### config.mk
export PLATFORM = sky130hd
export DESIGN_NAME = sm4_key_sched
export DESIGN_NICKNAME = d
export VERILOG_FILES = /design/src/design/sm4_pkg.sv /design/src/design/sm4_key_sched.sv
export VERILOG_INCLUDE_DIRS = /design/src /design/src/design
export SDC_FILE = /design/constraint.sdc
export NUM_CORES = 2
export LEC_CHECK = 0
export ABC_CLOCK_PERIOD_IN_PS = 8600
export BUFFER_PORTS_ARGS = -buffer_cell sky130_fd_sc_hd__buf_2
export CORE_AREA = 2 2 428 430
export DETAILED_ROUTE_END_ITERATION = 8
export DIE_AREA = 0 0 430 432
export PLACE_DENSITY_LB_ADDON = 0.3
export SETUP_SLACK_MARGIN = 0.05
export SLEW_MARGIN = 20
export SYNTH_ARGS = -nofsm -noshare
export SYNTH_HDL_FRONTEND = slang
export SYNTH_SLANG_ARGS = --single-unit
### constraint.sdc
create_clock -name clk -period 8.6 [get_ports clk]
set_input_delay 0 -clock clk [delete_from_list [all_inputs] [get_ports clk]]
set_output_delay 0 -clock clk [all_outputs]
set_load 0.005 [all_outputs]
### src/design/sm4_block_encrypt_unit_assert.svh
// Assertion macros shared by the SM4 encrypt unit modules.
`ifndef SM4_BLOCK_ENCRYPT_UNIT_ASSERT_SVH
`define SM4_BLOCK_ENCRYPT_UNIT_ASSERT_SVH
// Consequent must hold in the same cycle as the antecedent.
`define SM4_ASSERT_SAME(label, ante, cons) \
    label: assert property (@(posedge clk) disable iff (!rst_n) (ante) |-> (cons)) \
        else $error("SM4 same-cycle check failed");
// Consequent must hold in the cycle after the antecedent.
`define SM4_ASSERT_NEXT(label, ante, cons) \
    label: assert property (@(posedge clk) disable iff (!rst_n) (ante) |=> (cons)) \
        else $error("SM4 next-cycle check failed");
`endif

### src/design/sm4_pkg.sv
// Shared types, constants and round functions of the SM4 encrypt unit.
`default_nettype none

package sm4_pkg;

    // Round count and round counter width.
    localparam int unsigned ROUNDS    = 32;
    localparam int unsigned RND_IDX_W = $clog2(ROUNDS);

    // Configuration register indexes.
    localparam int unsigned CFG_IDX_W = 1;
    localparam logic [CFG_IDX_W-1:0] REG_KEY_HIGH = 1'b0;
    localparam logic [CFG_IDX_W-1:0] REG_KEY_LOW  = 1'b1;

    typedef logic [31:0] word_t;
    // Four state words; index 0 is the first word of the block.
    typedef word_t [3:0] blk_t;
    typedef word_t [ROUNDS-1:0] rk_arr_t;

    // System parameter FK.
    localparam word_t FK0 = 32'ha3b1bac6;
    localparam word_t FK1 = 32'h56aa3350;
    localparam word_t FK2 = 32'h677d9197;
    localparam word_t FK3 = 32'hb27022dc;

    localparam logic [7:0] SBOX [256] = '{
        8'hd6,8'h90,8'he9,8'hfe,8'hcc,8'he1,8'h3d,8'hb7,8'h16,8'hb6,8'h14,8'hc2,8'h28,8'hfb,8'h2c,8'h05,
        8'h2b,8'h67,8'h9a,8'h76,8'h2a,8'hbe,8'h04,8'hc3,8'haa,8'h44,8'h13,8'h26,8'h49,8'h86,8'h06,8'h99,
        8'h9c,8'h42,8'h50,8'hf4,8'h91,8'hef,8'h98,8'h7a,8'h33,8'h54,8'h0b,8'h43,8'hed,8'hcf,8'hac,8'h62,
        8'he4,8'hb3,8'h1c,8'ha9,8'hc9,8'h08,8'he8,8'h95,8'h80,8'hdf,8'h94,8'hfa,8'h75,8'h8f,8'h3f,8'ha6,
        8'h47,8'h07,8'ha7,8'hfc,8'hf3,8'h73,8'h17,8'hba,8'h83,8'h59,8'h3c,8'h19,8'he6,8'h85,8'h4f,8'ha8,
        8'h68,8'h6b,8'h81,8'hb2,8'h71,8'h64,8'hda,8'h8b,8'hf8,8'heb,8'h0f,8'h4b,8'h70,8'h56,8'h9d,8'h35,
        8'h1e,8'h24,8'h0e,8'h5e,8'h63,8'h58,8'hd1,8'ha2,8'h25,8'h22,8'h7c,8'h3b,8'h01,8'h21,8'h78,8'h87,
        8'hd4,8'h00,8'h46,8'h57,8'h9f,8'hd3,8'h27,8'h52,8'h4c,8'h36,8'h02,8'he7,8'ha0,8'hc4,8'hc8,8'h9e,
        8'hea,8'hbf,8'h8a,8'hd2,8'h40,8'hc7,8'h38,8'hb5,8'ha3,8'hf7,8'hf2,8'hce,8'hf9,8'h61,8'h15,8'ha1,
        8'he0,8'hae,8'h5d,8'ha4,8'h9b,8'h34,8'h1a,8'h55,8'had,8'h93,8'h32,8'h30,8'hf5,8'h8c,8'hb1,8'he3,
        8'h1d,8'hf6,8'he2,8'h2e,8'h82,8'h66,8'hca,8'h60,8'hc0,8'h29,8'h23,8'hab,8'h0d,8'h53,8'h4e,8'h6f,
        8'hd5,8'hdb,8'h37,8'h45,8'hde,8'hfd,8'h8e,8'h2f,8'h03,8'hff,8'h6a,8'h72,8'h6d,8'h6c,8'h5b,8'h51,
        8'h8d,8'h1b,8'haf,8'h92,8'hbb,8'hdd,8'hbc,8'h7f,8'h11,8'hd9,8'h5c,8'h41,8'h1f,8'h10,8'h5a,8'hd8,
        8'h0a,8'hc1,8'h31,8'h88,8'ha5,8'hcd,8'h7b,8'hbd,8'h2d,8'h74,8'hd0,8'h12,8'hb8,8'he5,8'hb4,8'hb0,
        8'h89,8'h69,8'h97,8'h4a,8'h0c,8'h96,8'h77,8'h7e,8'h65,8'hb9,8'hf1,8'h09,8'hc5,8'h6e,8'hc6,8'h84,
        8'h18,8'hf0,8'h7d,8'hec,8'h3a,8'hdc,8'h4d,8'h20,8'h79,8'hee,8'h5f,8'h3e,8'hd7,8'hcb,8'h39,8'h48
    };

    // Left rotation by a constant amount between 1 and 31.
    function automatic word_t rotl(input word_t x, input int unsigned n);
        return (x << n) | (x >> (32 - n));
    endfunction

    // Byte-wise S-box substitution.
    function automatic word_t sub_word(input word_t x);
        return {SBOX[x[31:24]], SBOX[x[23:16]], SBOX[x[15:8]], SBOX[x[7:0]]};
    endfunction

    // Key schedule transform: substitution, then L' with rotations 13 and 23.
    function automatic word_t t_key(input word_t x);
        word_t b;
        b = sub_word(x);
        return b ^ rotl(b, 13) ^ rotl(b, 23);
    endfunction

    // Data round transform: substitution, then L with rotations 2, 10, 18, 24.
    function automatic word_t t_data(input word_t x);
        word_t b;
        b = sub_word(x);
        return b ^ rotl(b, 2) ^ rotl(b, 10) ^ rotl(b, 18) ^ rotl(b, 24);
    endfunction

    // CK constant of a round: byte j is ((4*i + j) * 7) mod 256.
    function automatic word_t ck_word(input logic [RND_IDX_W-1:0] i);
        word_t      w;
        logic [7:0] idx;
        w = '0;
        for (int j = 0; j < 4; j++)
        begin
            idx = 8'({i, 2'b00}) + 8'(j);
            w   = {w[23:0], idx * 8'd7};
        end
        return w;
    endfunction

endpackage

`default_nettype wire

### src/design/sm4_key_sched.sv
// Key registers and iterative SM4 round key expansion, one round key per cycle.
`default_nettype none

module sm4_key_sched (
    input  wire logic                            clk,
    input  wire logic                            rst_n,
    input  wire logic                            cfg_valid,
    input  wire logic [sm4_pkg::CFG_IDX_W-1:0]   cfg_index,
    input  wire logic [63:0]                     cfg_data,
    output sm4_pkg::rk_arr_t                     rk,
    output logic                                 busy
);

    logic [63:0]                     key_high_reg;
    logic [63:0]                     key_low_reg;
    logic                            load_pend_reg;
    logic                            run_reg;
    logic [sm4_pkg::RND_IDX_W-1:0]   cnt_reg;
    sm4_pkg::blk_t                   k_reg;
    sm4_pkg::rk_arr_t                rk_reg;
    sm4_pkg::word_t                  nw;

    localparam logic [sm4_pkg::RND_IDX_W-1:0] LAST_RND = sm4_pkg::RND_IDX_W'(sm4_pkg::ROUNDS - 1);

    // Key registers, restart request and round counter.
    always_ff @(posedge clk or negedge rst_n)
    begin
        if (!rst_n)
        begin
            key_high_reg  <= '0;
            key_low_reg   <= '0;
            load_pend_reg <= 1'b1;
            run_reg       <= 1'b0;
            cnt_reg       <= '0;
        end
        else
        begin
            if (cfg_valid)
            begin
                unique case (cfg_index)
                    sm4_pkg::REG_KEY_HIGH: key_high_reg <= cfg_data;
                    sm4_pkg::REG_KEY_LOW:  key_low_reg  <= cfg_data;
                    default:               key_low_reg  <= key_low_reg;
                endcase
            end
            load_pend_reg <= cfg_valid;
            if (load_pend_reg)
            begin
                run_reg <= 1'b1;
                cnt_reg <= '0;
            end
            else if (run_reg)
            begin
                cnt_reg <= cnt_reg + 1'b1;
                if (cnt_reg == LAST_RND)
                begin
                    run_reg <= 1'b0;
                end
            end
        end
    end

    // Next key word of the expansion.
    assign nw = k_reg[0] ^ sm4_pkg::t_key(k_reg[1] ^ k_reg[2] ^ k_reg[3]
                                          ^ sm4_pkg::ck_word(cnt_reg));

    // Key word window and round key store.
    always_ff @(posedge clk)
    begin
        if (load_pend_reg)
        begin
            k_reg[0] <= key_high_reg[63:32] ^ sm4_pkg::FK0;
            k_reg[1] <= key_high_reg[31:0]  ^ sm4_pkg::FK1;
            k_reg[2] <= key_low_reg[63:32]  ^ sm4_pkg::FK2;
            k_reg[3] <= key_low_reg[31:0]   ^ sm4_pkg::FK3;
        end
        else if (run_reg)
        begin
            k_reg           <= {nw, k_reg[3], k_reg[2], k_reg[1]};
            rk_reg[cnt_reg] <= nw;
        end
    end

    assign rk   = rk_reg;
    assign busy = cfg_valid || load_pend_reg || run_reg;

    `include "sm4_block_encrypt_unit_assert.svh"

    // The expansion stops after the last round key unless a restart is pending.
    `SM4_ASSERT_NEXT(a_run_stops, run_reg && (cnt_reg == LAST_RND) && !load_pend_reg, !run_reg)
    // A restart always begins the expansion from the first round.
    `SM4_ASSERT_NEXT(a_restart_runs, load_pend_reg, run_reg && (cnt_reg == '0))
    // The unit reports busy for as long as a restart or the expansion is underway.
    `SM4_ASSERT_SAME(a_busy_covers_expansion, load_pend_reg || run_reg, busy)

endmodule

`default_nettype wire

Word level (Yosys, flattened, before mapping)

Memory sizes are Yosys's and may differ from the RTL's.
Index checks and enable logic that the tools add are counted.

Memory bits (read-only): 8192
Input bits: 68
Word-level logic and storage cells: 103
Register bits after elaboration: 1287
Memories: 4

Memory list:

| name            | words | bits a word | rd ports | clocked after memory_dff | write ports | RTL line      | text |
|---|---|---|---|---|---|---|---|
| (no name shown) | 256   | 8           | 1        | 0                        | 0           | sm4_pkg.sv:52 | `return {SBOX[x[31:24]], SBOX[x[23:16]], SBOX[x[15:8]], SBOX[x[7:0]]};` |
| (no name shown) | 256   | 8           | 1        | 0                        | 0           | sm4_pkg.sv:52 |  |
| (no name shown) | 256   | 8           | 1        | 0                        | 0           | sm4_pkg.sv:52 |  |
| (no name shown) | 256   | 8           | 1        | 0                        | 0           | sm4_pkg.sv:52 |  |

Add/sub/neg operators: 4
Reduce and logical (&&, ||, !) cells: 7
$mul: 4
Bitwise logic cells: 18
Magnitude comparators: 6
Equal/unequal tests: 1
Mux-type cells: 18

Operator list:

| cell                  | number |
|---|---|
| $bwmux W1024          | 1 |
| $mux W128             | 2 |
| $xor A32 B32 Y32      | 6 |
| $demux W32 S5         | 1 |
| $mux W8               | 8 |
| $ge A9 B9 Y1 const B  | 4 |
| $not A8 Y9            | 4 |
| $mux W32              | 1 |
| $or A32 B13 Y32       | 1 |
| $or A32 B23 Y32       | 1 |
| $not A14 Y14          | 2 |
| $mul A8 B3 Y8 const B | 3 |
| $not A19 Y19          | 1 |
| $not A17 Y17          | 1 |
| $add A7 B2 Y8 const B | 2 |
| $mux W5               | 2 |
| $add A7 B1 Y8 const B | 1 |
| $lt A5 B6 Y1 const B  | 1 |
| $mul A5 B3 Y6 const B | 1 |
| $reduce_and A2 Y1     | 3 |
| $add A5 B1 Y5 const B | 1 |
| $eq A5 B5 Y1 const B  | 1 |
| $ge A5 B1 Y1 const B  | 1 |
| $mux W1               | 3 |
| other kinds (4)       | 6 |

Logic depth before layout (Yosys ltp)

Depth in word-level cells: 13
Depth in mapped cells: 18
Mapped depth without buffers: 14

Worst setup path after synthesis

Ideal clock, no wire load.

Kind: flip-flop to flip-flop
Start: register cnt_reg[2] (netlist name)
End: register k_reg[107] (netlist name) (data pin)
Arrival: 5293 ps
Library setup time: 139 ps
Clock period less this slack: 5432 ps
Path buffers: 3
Stages on the path, launching flop included: 16
Slack: 3168 ps
Data required time: 8461 ps
Cells stage by stage: dfrtp_1 -> fa_1 -> fa_1 -> xnor2_1 -> xor2_1 -> clkbuf_1 -> clkbuf_1 -> clkbuf_1 -> nand2_1 -> a311oi_1 -> o21ai_0 -> a2bb2oi_1 -> o41ai_4 -> xor2_1 -> xnor2_1 -> mux2_2

Cells in the longest elaborated chain, start to end: 12

Ends and longest elaborated chain:

| element                                                             | RTL line                           | text |
|---|---|---|
| start: declaration                                                  | sm4_key_sched.sv:18                | `logic [sm4_pkg::RND_IDX_W-1:0] cnt_reg;` |
| start signal: assignment                                            | sm4_key_sched.sv:54                | `cnt_reg <= cnt_reg + 1'b1;` |
| $add A7 B2 Y8, or another cell as far along                         | sm4_pkg.sv:76                      | `idx = 8'({i, 2'b00}) + 8'(j);` |
| $mul A8 B3 Y8 or $xor A32 B32 Y32 (tied branches)                   | sm4_pkg.sv:77, sm4_key_sched.sv:65 |  |
| $xor A32 B32 Y32 (*)                                                | sm4_key_sched.sv:65                | `^ sm4_pkg::ck_word(cnt_reg));` |
| $not A8 Y9 (not written as such) or $mem_v2 Z256 W8 (tied branches) | -                                  |  |
| $mem_v2 Z256 W8 or $mux W8 (tied branches)                          | -                                  |  |
| $mux W8 (not written as such)                                       | sm4_pkg.sv:52                      |  |
| $mux W8 (not written as such) or $or A32 B13 Y32 (tied branches)    | sm4_pkg.sv:52, sm4_pkg.sv:47       |  |
| $xor A32 B32 Y32 or $or A32 B23 Y32 (tied branches)                 | sm4_pkg.sv:59, sm4_pkg.sv:47       |  |
| $xor A32 B32 Y32 (*)                                                | sm4_pkg.sv:59                      | `return b ^ rotl(b, 13) ^ rotl(b, 23);` |
| $xor A32 B32 Y32 (*)                                                | sm4_key_sched.sv:64                | `assign nw = k_reg[0] ^ sm4_pkg::t_key(k_reg[1] ^ k_reg[2] ^ k_reg[3]` |
| net nw[11]                                                          | sm4_key_sched.sv:21                | `sm4_pkg::word_t nw;` |
| $mux W128 (*)                                                       | sm4_key_sched.sv:77                | `else if (run_reg)` |
| $mux W128 (*)                                                       | sm4_key_sched.sv:70                | `if (load_pend_reg)` |
| end signal: assignment                                              | sm4_key_sched.sv:79                | `k_reg <= {nw, k_reg[3], k_reg[2], k_reg[1]};` |
| end: declaration                                                    | sm4_key_sched.sv:19                | `sm4_pkg::blk_t k_reg;` |

The timed path passes the listed nets; every way through them passes the cells marked *. The select of a mux whose other input is x is not followed.
A chain may end at the register's enable or synchronous reset.

Final worst setup path

Start: register cnt_reg[0] (netlist name)
End: register rk_reg (netlist bit rk[258]) (data pin)

Cells in the longest elaborated chain, start to end: 12

Ends and longest elaborated chain:

| element                                     | RTL line            | text |
|---|---|---|
| $add A7 B1 Y8                               | sm4_pkg.sv:76       |  |
| $mul A8 B3 Y8                               | sm4_pkg.sv:77       | `w = {w[23:0], idx * 8'd7};` |
| $xor A32 B32 Y32 (*)                        | sm4_key_sched.sv:65 |  |
| $not A8 Y9 (not written as such)            | sm4_pkg.sv:52       |  |
| $mem_v2 Z256 W8                             | -                   |  |
| $mux W8 (not written as such) (2 in series) | sm4_pkg.sv:52       |  |
| $or A32 B13 Y32                             | sm4_pkg.sv:47       | `return (x << n) \| (x >> (32 - n));` |
| $xor A32 B32 Y32                            | sm4_pkg.sv:59       |  |
| $xor A32 B32 Y32 (*)                        | sm4_pkg.sv:59       |  |
| $xor A32 B32 Y32 (*)                        | sm4_key_sched.sv:64 |  |
| net nw[2]                                   | sm4_key_sched.sv:21 |  |
| $bwmux W1024 (*)                            | sm4_key_sched.sv:80 | `rk_reg[cnt_reg] <= nw;` |
| end signal: indexed assignment              | sm4_key_sched.sv:80 |  |
| end: declaration                            | sm4_key_sched.sv:20 | `sm4_pkg::rk_arr_t rk_reg;` |

Marks and branches as above.

==> impl_metrics.py <==
metrics = {
    "route": {
        "vias": 44800,
        "drt-pass1-iter-count": 7,
        "drt_iter0_markers": 5604,
        "vias_per_cell": 5.71,
        "ant_nets": 0,
        "drt-wirelength-per-cell_um": 32.0,
        "route.detailed.drc": 0,
        "drt-total-wl_mm": 251,
    },
    "placed_design": {
        "gp_congestion": 1.00,
        "io_buffers": 1092,
        "hpwlAfterDp_mm": 171,
    },
    "sta": {
        "post-route-period-util": 0.837,
        "clock_skew_ns": 0.0309,
        "finalSetupViolations": 0,
        "fmax_mhz": 139,
        "period_needed_ns": 7.20,
        "drv_slew": 0,
        "max_slew_margin": 0.214,
        "tightest_slew_ns": 1.18,
        "hold_ws_ns": 0.0412,
        "rsz0062_at_grt": "false",
        "hold_viol": 0,
        "tns_ns": 0,
    },
    "grt": {
        "grt_util_all_layers": 0.259,
        "globalRoute.totalOverflow": 0,
        "grt_pass1_wl_mm": 343,
        "antenna_found_initial": 15,
        "grt_max_degree": 79,
        "grt_pass1_vias": 42200,
    },
    "logic_synthesis": {
        "synth_commonest_cells": "1,152 x edfxtp_1, 327 x nor2_1, 283 x nand2_1, 270 x a21oi_1, 216 x o21ai_0",
        "yosysWarnings": 0,
        "postSynthAreaPerCell_um2": 13.6,
        "synth_seq_cells": 1287,
        "yosysSeqAreaShare": 0.668,
        "synthArstFlopShare": 0.105,
        "dominantRegCellSynth": "edfxtp_1",
        "synth.largest_area_cell": "edfxtp_1",
        "synth.most_common_cell": "edfxtp_1",
        "synth_edf_count": 1152,
        "synth_fp_nets": 4318,
        "synth_cell_types": 104,
        "synth_cells": 4197,
        "synth_area_leaders": "edfxtp_1 61%, dfrtp_1 5.9%, mux2_2 3.8%",
        "synth_area_um2": 56900,
        "yosysTopAreaCellShare": 0.608,
    },
    "clocking": {
        "htreeDepth": 4,
        "cts.sinks": 1287,
        "cts_tree": "done",
        "cts_max_path_buffers": 3,
        "cts_setup_buffers": 0,
        "ctsHoldBuffers": 78,
        "cts_resized": 0,
        "path_clk_slew_ns": 0.07,
        "clk_latency_ns": 0.79,
        "clockRootBuffer": "clkbuf_16",
        "cts_buffers": 130,
    },
    "critical_path": {
        "crit_fanout": 30,
        "cp-end-kind": "flip-flop",
        "crit_type": "flip-flop to flip-flop",
        "cp.arrival_ns": 7.70,
        "required_ns": 9.10,
        "cp-start-kind": "flip-flop",
        "rrSetupSlack_ns": 1.40,
    },
    "final_layout": {
        "drive_gt1_frac": 0.327,
        "fill_cells": 17300,
        "nNetsFinal": 5466,
        "largest_register_ffs": 1024,
        "area_growth_pct": 25.2,
    },
    "hold_path": {
        "min_path_type": "primary input to flip-flop",
    },
    "flow_run": {
        "maxCapViolations": 0,
    },
    "floorplanning": {
        "core_um2": 182000,
        "start_util": 0.313,
        "num_rows": 157,
        "dieArea_um2": 186000,
        "die_x_um": 430,
        "die_h_um": 432,
        "io_pins": 1093,
    },
    "status": {
        "status": "completed",
    },
}
logic make-up (layout without fill, tap and decap cells):
logic type / after synthesis / after routing / share of synthesized area
DFF: 1287 / 1287 / 0.668
AOI/OAI and AO/OA: 1091 / 1091 / 0.131
and+or+nand+nor: 972 / 972 / 0.0766
buffers and inverters: 360 / 1612 / 0.0257
muxes: 236 / 236 / 0.0462
xor gates and xnor gates: 197 / 197 / 0.0402
adders and majority gates: 54 / 54 / 0.0128
other: 0 / 14 / 0
path summary, 6_finish.rpt:
| check | from | end | cells after the start |
|---|---|---|---|
| min in group asynchronous | rst_n | load_pend_reg | 3 |
| max in group asynchronous | rst_n | key_low_reg[4] | 4 |
| max | cnt_reg[0] | rk[258] | 14 |
| min reg2reg | key_high_reg[37] | key_high_reg[37] | 1 |
| min | cfg_data[24] | key_low_reg[24] | 3 |
| max reg2reg | cnt_reg[0] | rk[258] | 14 |
metal layers:
metal	routed length, µm	up-vias	GRT usage
li1	-	18700	-
met3	21500	603	0.0516
met5	27	-	0
met4	12900	4	0.121
met1	93200	22600	0.317
met2	123000	2975	0.438
area by class of cell:
type | count | area [µm²] | area share
clock inverter | 79 | 861 | 0.0121
antenna | 14 | 35.0 | 0.000492
sequential | 1287 | 38000 | 0.533
multi-input combinational | 2550 | 18200 | 0.255
timing repair buffer | 1334 | 7540 | 0.106
tap | 2385 | 2980 | 0.0419
clock buffer | 157 | 3460 | 0.0486
inverter | 42 | 158 | 0.00221
cell usage in the layout, fill, tap and decap left out, types with 133 or more instances in the layout:
cell,count
edfxtp_1,1152
nor2_1,294
dfrtp_1,134
clkbuf_16,133
o21ai_0,215
nand2_1,281
mux2_2,191
a21oi_1,270
buf_4,161
buf_2,1091
through the flow:
| step | setup WS [ns] | cells | cell area, µm² | utilization |
|---|---|---|---|---|
| 4_1_cts | 1.74 | 7834 | 71200 | 0.392 |
| 2_1_floorplan | 3.17 | 4197 | 56900 | - |
| 3_3_place_gp | 1.84 | 7520 | 66000 | 0.363 |
| 3_5_place_dp | 1.79 | 7520 | 66000 | 0.363 |
| 6_report | 1.40 | 7848 | 71200 | 0.392 |
| 5_1_grt | 1.17 | 7838 | 71200 | 0.392 |
critical path, cell delays in order (launching register included):
cell and delay [ns]:
dfrtp_1 0.92, inv_1 0.20, ha_1 0.54, xor2_2 0.34, xnor2_4 0.81, buf_4 0.45, nand2_1 0.41, and2_1 0.31
o21ai_0 0.22, a211oi_1 0.12, o41ai_1 0.57, a31oi_2 0.25, xnor3_1 0.41, clkinv_1 0.80, buf_4 0.49
Power is left out: the tool's default activity adds up to more than one toggle a clock period on the data nets, which glitch-free logic cannot reach.
